--- src/hw/rtl/cbf_pkg.sv ---
// Shared types, constants and helper functions of the Bezier flattener.
package cbf_pkg;

   localparam int COORD_W     = 32;
   localparam int MUL_W       = 70;
   localparam int PROD_W      = 2 * MUL_W;
   localparam int MAX_DEPTH   = 5;
   localparam int STACK_DEPTH = 6;
   localparam int LVL_W       = 3;
   localparam int TOP_W       = 3;
   localparam int ENTRY_W     = 8 * COORD_W + LVL_W;

   typedef logic signed [COORD_W-1:0] coord_type;
   typedef logic signed [MUL_W-1:0]   mop_type;
   typedef logic signed [PROD_W-1:0]  wide_type;

   typedef enum logic [2:0] {
      ST_IDLE,
      ST_MUL_GO,
      ST_MUL_WAIT,
      ST_DECIDE,
      ST_ACT,
      ST_POP,
      ST_LOAD
   } state_type;

   typedef enum logic [3:0] {
      OP_CXX, OP_CYY, OP_E2A, OP_E2B, OP_E3A, OP_E3B, OP_TK, OP_SS,
      OP_D2A, OP_D2B, OP_D3A, OP_D3B, OP_T2A, OP_T2B, OP_T3A, OP_T3B
   } op_type;

   typedef enum logic [2:0] {
      ACT_NONE, ACT_P2, ACT_P3, ACT_MID, ACT_SPLIT
   } act_type;

   // a - b, sign-extended to multiplier operand width
   function automatic mop_type diff(input coord_type a, input coord_type b);
      mop_type ea;
      mop_type eb;
      ea = mop_type'(a);
      eb = mop_type'(b);
      return ea - eb;
   endfunction

   // floor((a + b) / 2)
   function automatic coord_type halve(input coord_type a, input coord_type b);
      logic signed [COORD_W:0] s;
      s = {a[COORD_W-1], a} + {b[COORD_W-1], b};
      return s[COORD_W:1];
   endfunction

endpackage

--- src/hw/rtl/cbf_mul.sv ---
// Bit-serial signed multiplier, one partial product per cycle.
module cbf_mul (
   input  logic              clock,
   input  logic              reset,
   input  logic              start,
   input  cbf_pkg::mop_type  a,
   input  cbf_pkg::mop_type  b,
   output logic              done,
   output cbf_pkg::wide_type p
);

   logic                              busy_ff, busy_in;
   logic                              neg_ff, neg_in;
   logic [cbf_pkg::PROD_W-1:0]        ma_ff, ma_in;
   logic [cbf_pkg::MUL_W-1:0]         mb_ff, mb_in;
   logic [cbf_pkg::PROD_W-1:0]        acc_ff, acc_in;
   logic [cbf_pkg::MUL_W-1:0]         abs_a, abs_b;

   always_comb begin
      abs_a   = a[cbf_pkg::MUL_W-1] ? -a : a;
      abs_b   = b[cbf_pkg::MUL_W-1] ? -b : b;
      busy_in = busy_ff;
      neg_in  = neg_ff;
      ma_in   = ma_ff;
      mb_in   = mb_ff;
      acc_in  = acc_ff;
      done    = 1'b0;
      if (start) begin
         busy_in = 1'b1;
         neg_in  = a[cbf_pkg::MUL_W-1] ^ b[cbf_pkg::MUL_W-1];
         ma_in   = {{cbf_pkg::MUL_W{1'b0}}, abs_a};
         mb_in   = abs_b;
         acc_in  = '0;
      end else if (busy_ff) begin
         if (mb_ff == '0) begin
            done    = 1'b1;
            busy_in = 1'b0;
         end else begin
            if (mb_ff[0]) acc_in = acc_ff + ma_ff;
            ma_in = ma_ff << 1;
            mb_in = mb_ff >> 1;
         end
      end
      p = neg_ff ? -cbf_pkg::wide_type'(acc_ff) : cbf_pkg::wide_type'(acc_ff);
   end

   always_ff @(posedge clock) begin
      if (reset) begin
         busy_ff <= 1'b0;
      end else begin
         busy_ff <= busy_in;
      end
      neg_ff <= neg_in;
      ma_ff  <= ma_in;
      mb_ff  <= mb_in;
      acc_ff <= acc_in;
   end

endmodule
--- config.mk ---
export PLATFORM = sky130hd
export DESIGN_NAME = cbf_mul
export DESIGN_NICKNAME = d
export VERILOG_FILES = /design/src/hw/rtl/cbf_pkg.sv /design/src/hw/rtl/cbf_mul.sv
export SDC_FILE = /design/constraint.sdc
export NUM_CORES = 1
export LEC_CHECK = 0
export ABC_AREA = 1
export BUFFER_PORTS_ARGS = -buffer_cell sky130_fd_sc_hd__buf_2
export CAP_MARGIN = 40
export CORE_MARGIN = 8
export CORE_UTILIZATION = 50
export DETAILED_ROUTE_END_ITERATION = 10
export GPL_ROUTABILITY_DRIVEN = 0
export PLACE_DENSITY_LB_ADDON = 0.08
export SETUP_SLACK_MARGIN = 0.02
export SLEW_MARGIN = 20
export SYNTH_ARGS = -nofsm -noshare
export SYNTH_HDL_FRONTEND = slang
export SYNTH_SLANG_ARGS = --single-unit
--- constraint.sdc ---
create_clock -name clock -period 7.2 [get_ports clock]
set_clock_uncertainty 0.15 [all_clocks]
set_input_delay 0.36 -clock clock [delete_from_list [all_inputs] [get_ports clock]]
set_output_delay 0.36 -clock clock [all_outputs]
set_load 0.05 [all_outputs]
* Yosys cells after proc, flatten, opt, wreduce, memory -nomap -nowiden
Index checks and enable logic that the tools add are counted.
** Storage, ports and cells
- Bits in registers :: 352
- Bits of input ports :: 143
- Output and inout port bits :: 141
- Word-level logic and storage cells :: 33
** Cells by class
- Add/sub/neg operators :: 4
- Eq/ne operators :: 1
- Mux-type cells :: 15
- Bitwise gates (word level) :: 2
- Reductions and logical operators :: 5
** Operator list (number)
- $mux 70 :: 8
- $add 140x140->140 :: 1
- $mux 140 :: 1
- $neg 140->140 :: 1
- $neg 70->70 :: 2
- $logic_not 70->1 :: 1
- $mux 1 :: 6
- $reduce_and 2->1 :: 2
- $reduce_and 3->1 :: 1
- $ne 2x2->1 const B :: 1
- $reduce_bool 2->1 :: 1
- $not 1->1 :: 1
- $xor 1x1->1 :: 1

* Logic depth before layout (Yosys ltp)
- Depth after elaboration :: 4
- Depth in mapped cells :: 19
- Gate-level depth less buffers :: 19

* Worst setup path after synthesis
Ideal clock, no wire load.
- Path kind :: input port to flip-flop
- Start point :: input port start
- End point :: register ma_ff[0] (netlist bit), enable pin
- Setup time :: 1189 ps
- Arrival time :: 3732 ps
- Path slack :: 2129 ps
- Cell stages on the path :: 6
- Buffers on the path :: 4
- Path through :: clkbuf_1 > inv_1 > buf_2 > clkbuf_1 > buf_1 > nand2_1
** Between the ends
- Longest elaborated chain between the ends :: 2
- Elaborated cells between the ends (all ways) :: 3
** Ends and longest elaborated chain
- start, declared :: line cbf_mul.sv:5 : input logic start,
- $ne 2x2->1 (no line) or $reduce_bool 2->1 (tied branches)
- $reduce_and 2->1 (no line) (*)
- end signal, assigned :: line cbf_mul.sv:54 : ma_ff <= ma_in;
- end, declared :: line cbf_mul.sv:14 : logic [cbf_pkg::PROD_W-1:0] ma_ff, ma_in;
Every way passes the cells marked *; elsewhere a longest branch is shown, timed or not.
A chain may end at the register's enable or synchronous reset.

* Worst setup path after layout
- Start point :: register acc_ff[118] (netlist bit)
- End point :: output port p[138]
** Between the ends
- Longest elaborated chain between the ends :: 2
** Ends and longest elaborated chain
- start, declared :: line cbf_mul.sv:16 : logic [cbf_pkg::PROD_W-1:0] acc_ff, acc_in;
- start signal, assigned :: line cbf_mul.sv:56 : acc_ff <= acc_in;
- $neg 140->140 :: line cbf_mul.sv:44 : p = neg_ff ? -cbf_pkg::wide_type'(acc_ff) : cbf_pkg::wide_type'(acc_ff);
- $mux 140 :: line cbf_mul.sv:44
- end, declared :: line cbf_mul.sv:9 : output cbf_pkg::wide_type p
No other way between the ends.

==> results.toml <==
[pwr]
p_leak_nw = 19.9
ir_drop_v = 0.000270
total_power_per_unit_cell_area_nw_per_um2 = 202

[clocking]
clock-sinks = 352
clk_root_buffer_cell = "sky130_fd_sc_hd__clkbuf_16"
cts_max_level = 2
clk-insertion-delay-late_ns = 0.60
post_cts_resize_count = 0
cts_tree = "done"
clock_buffer_depth = 3
clk_pin_slew_ns = 0.06
cts-buffers-inserted = 43

[logic_synthesis]
synth-seq-cells = 352
avgSynthCellArea_um2 = 5.71
post_synth_most_frequent_cells = "sky130_fd_sc_hd__nand2_1 (1812), sky130_fd_sc_hd__inv_1 (1136), sky130_fd_sc_hd__nor2_1 (1004), sky130_fd_sc_hd__o21ai_0 (399), sky130_fd_sc_hd__a21oi_1 (355)"
synth_nets = 6732
post-synth-top-area-fraction = 0.185
yosysWarningCount = 0
yosys.area.top_type = "sky130_fd_sc_hd__nand2_1"
postSynth.topFlopCell = "sky130_fd_sc_hd__dfxtp_1"
synth.yosys.seq_area_share = 0.230
synth_most_common_cell = "sky130_fd_sc_hd__nand2_1"
syn-cell-area_um2 = 36800
async_reset_ff_frac = 0
edff_count_synth = 141
post_synth_main_area_contributors = "sky130_fd_sc_hd__nand2_1 (18%), sky130_fd_sc_hd__inv_1 (12%), sky130_fd_sc_hd__edfxtp_1 (12%)"
number_of_instances_in_the_synthesized_netlist = 6446
synth_cell_types = 53

[sta]
tightest_slew_ns = 0.887
count_of_endpoints_failing_setup_in_the_final_report = 0
final_max_slew_viol_count = 0
slew_headroom = 0.403
fin_setup_tns_ns = 0
fmaxAchievable_mhz = 250
finalWorstSetupSlack_ns = 3.21
final.min_clock_period_ns = 3.99
finalCritPeriodShare = 0.555
rsz0062_at_grt = "no"
finalHoldViolations = 0

[die]
effective_utilization_at_floorplan = 0.504
fp.coreArea_um2 = 73000
fp.dieW_um = 287
rows = 99
die_height_um = 287
design.portCount = 284
design.die.area_um2 = 82500

[placement]
dp_slack_ns = 3.48
place.port_buffers = 283
dpl.hpwl_um = 132000

[worst_hold_path]
type_of_the_tightest_min_delay_check = "in -> reg"
hold_depth = 3
min_to = "ma_ff[66]"
startpoint_of_the_worst_hold_path = "a[66]"

[global_routing]
grt.total_usage = 0.366
first_global_vias = 39500
antenna_found_initial = 4
grt_pass1_wl_um = 232000
pin_count_of_the_biggest_net_entering_global_routing = 108
global_route.overflow_total = 0

[critical_path]
rrSetupSlack_ns = 3.64
timing.critical_path.from_type = "register"
reg2reg_from = "mb_ff[31]"
worstSetupEndpointType = "output port"
worstPathMaxFanout = 5
worst-endpoint-required_ns = 6.69
cp_data_arrival_time_ns = 3.48
r2r.worst_path.cells = 12
crit_type = "reg -> out"
rr_endpoint = "acc_ff[125]"

[detailed_routing]
route.detailed.drc = 0
via_count = 43100
detail-route-antenna-nets = 0
route.detailed.wl_per_inst_um = 20.7
route.final.wire_length_um = 159000
drt_pre_antenna_iters = 6
first_iter_violations = 5716
vias_per_cell = 5.63

[status]
status = "complete, no violations"

[cells_and_area]
flow.area_growth_from_synthesis_pct = 10.6
diodes = 0
final.fill_count = 7804
finish.net_count = 6952
share_of_final_layout_standard_cells_stronger_than_drive_strength_1 = 0.0688

[run]
max_cap_violations = 0
[worst max-delay path by stage]
stage	end	start	cells after the start
global route	p[122]	acc_ff[1]	14
detailed placement	ma_ff[9]	mb_ff[19]	9
floorplan	ma_ff[0]	start	6
global placement	acc_ff[59]	mb_ff[19]	12
finish	p[138]	acc_ff[118]	10
CTS	p[136]	acc_ff[120]	9
[kinds of logic after synthesis]
logic type,Yosys count,synth area share
simple gates,3474,0.390
buf+inv,1284,0.132
compound gates,888,0.128
flops,352,0.230
xor+xnor,305,0.0726
fa+ha+maj,143,0.0488
[flip-flops by register name, summed over array words and instances, names as in the netlist]
signal and cells:
acc_ff 140, ma_ff 140, mb_ff 70, busy_ff 1, neg_ff 1
[critical path: stages, from the launching register on]
cell                      delay [ns]
sky130_fd_sc_hd__dfxtp_1        0.47
sky130_fd_sc_hd__inv_1          0.30
sky130_fd_sc_hd__nand4_1        0.19
sky130_fd_sc_hd__or2_2          0.34
sky130_fd_sc_hd__nor2_1         0.38
sky130_fd_sc_hd__nand3_1        0.28
sky130_fd_sc_hd__nor4_1         0.36
sky130_fd_sc_hd__xnor2_1        0.16
sky130_fd_sc_hd__nand2_1        0.07
sky130_fd_sc_hd__nand2_1        0.07
sky130_fd_sc_hd__buf_2          0.26
[power breakdown]
part	internal, mW	switching, mW	leakage (nW)
clock network	1.33	0.969	0.695
logic	0.868	2.48	16.0
registers	2.29	0.277	3.17
total	4.49	3.73	19.9
[through the flow]
stage                     hold slack, ns  cells  instance area (µm²)   util  total power, mW
after floorplan                    0.279   6446                36800      -             4.75
after global placement             0.339   7569                39000  0.535             5.80
after detailed placement           0.350   7574                39200  0.537             5.82
after CTS                       0.000836   7656                40600  0.557             8.10
after global routing              0.0370   7658                40700  0.558             8.54
final                             0.0187   7658                40700  0.558             8.22
[layout by cell type (no fill, tap or decap), types with 8 or more instances in the layout]
master                      instances
sky130_fd_sc_hd__buf_2            282
sky130_fd_sc_hd__o21ai_0          399
sky130_fd_sc_hd__o21ai_1           22
sky130_fd_sc_hd__o211ai_1          15
sky130_fd_sc_hd__clkbuf_16         43
sky130_fd_sc_hd__inv_2             10
sky130_fd_sc_hd__clkinv_1           8
sky130_fd_sc_hd__inv_1           1135
sky130_fd_sc_hd__nor3_2             9
sky130_fd_sc_hd__nand4_1          132
sky130_fd_sc_hd__xnor2_1           36
sky130_fd_sc_hd__a21oi_1          355
sky130_fd_sc_hd__o21bai_1          15
sky130_fd_sc_hd__a31oi_1           54
sky130_fd_sc_hd__nor2_1          1003
sky130_fd_sc_hd__dfxtp_1          211
sky130_fd_sc_hd__buf_4             17
sky130_fd_sc_hd__edfxtp_1         141
sky130_fd_sc_hd__ha_1             142
sky130_fd_sc_hd__xor2_1           269
sky130_fd_sc_hd__nand2_1         1810
sky130_fd_sc_hd__nor4_1            46
sky130_fd_sc_hd__nor2_2            18
sky130_fd_sc_hd__nor3_1            86
sky130_fd_sc_hd__or2_2             13
sky130_fd_sc_hd__nand3_1          319
[timing repair]
| action | 4_1_cts | 5_1_grt |
|---|---|---|
| buffers inserted | 0 | 0 |
| hold buffers | 4 | 0 |
| hold endpoints to repair | 4 | 0 |
[per-layer routing]
layer,GRT usage,routed length (µm),vias up
met5,0,0,-
li1,-,-,20800
met3,0.114,22600,470
met1,0.491,64200,19200
met4,0.175,8880,0
met2,0.528,63200,2618
[area by class of cell]
cell class / count / area [µm²] / area share
sequential: 352 / 8460 / 0.208
multi-input combinational: 4810 / 23500 / 0.578
tap: 959 / 1200 / 0.0295
clock buffer: 48 / 1100 / 0.0271
inverter: 1148 / 4320 / 0.106
clock inverter: 30 / 339 / 0.00833
timing repair buffer: 311 / 1760 / 0.0432
No activity file was read; power rests on OpenSTA's default activity.
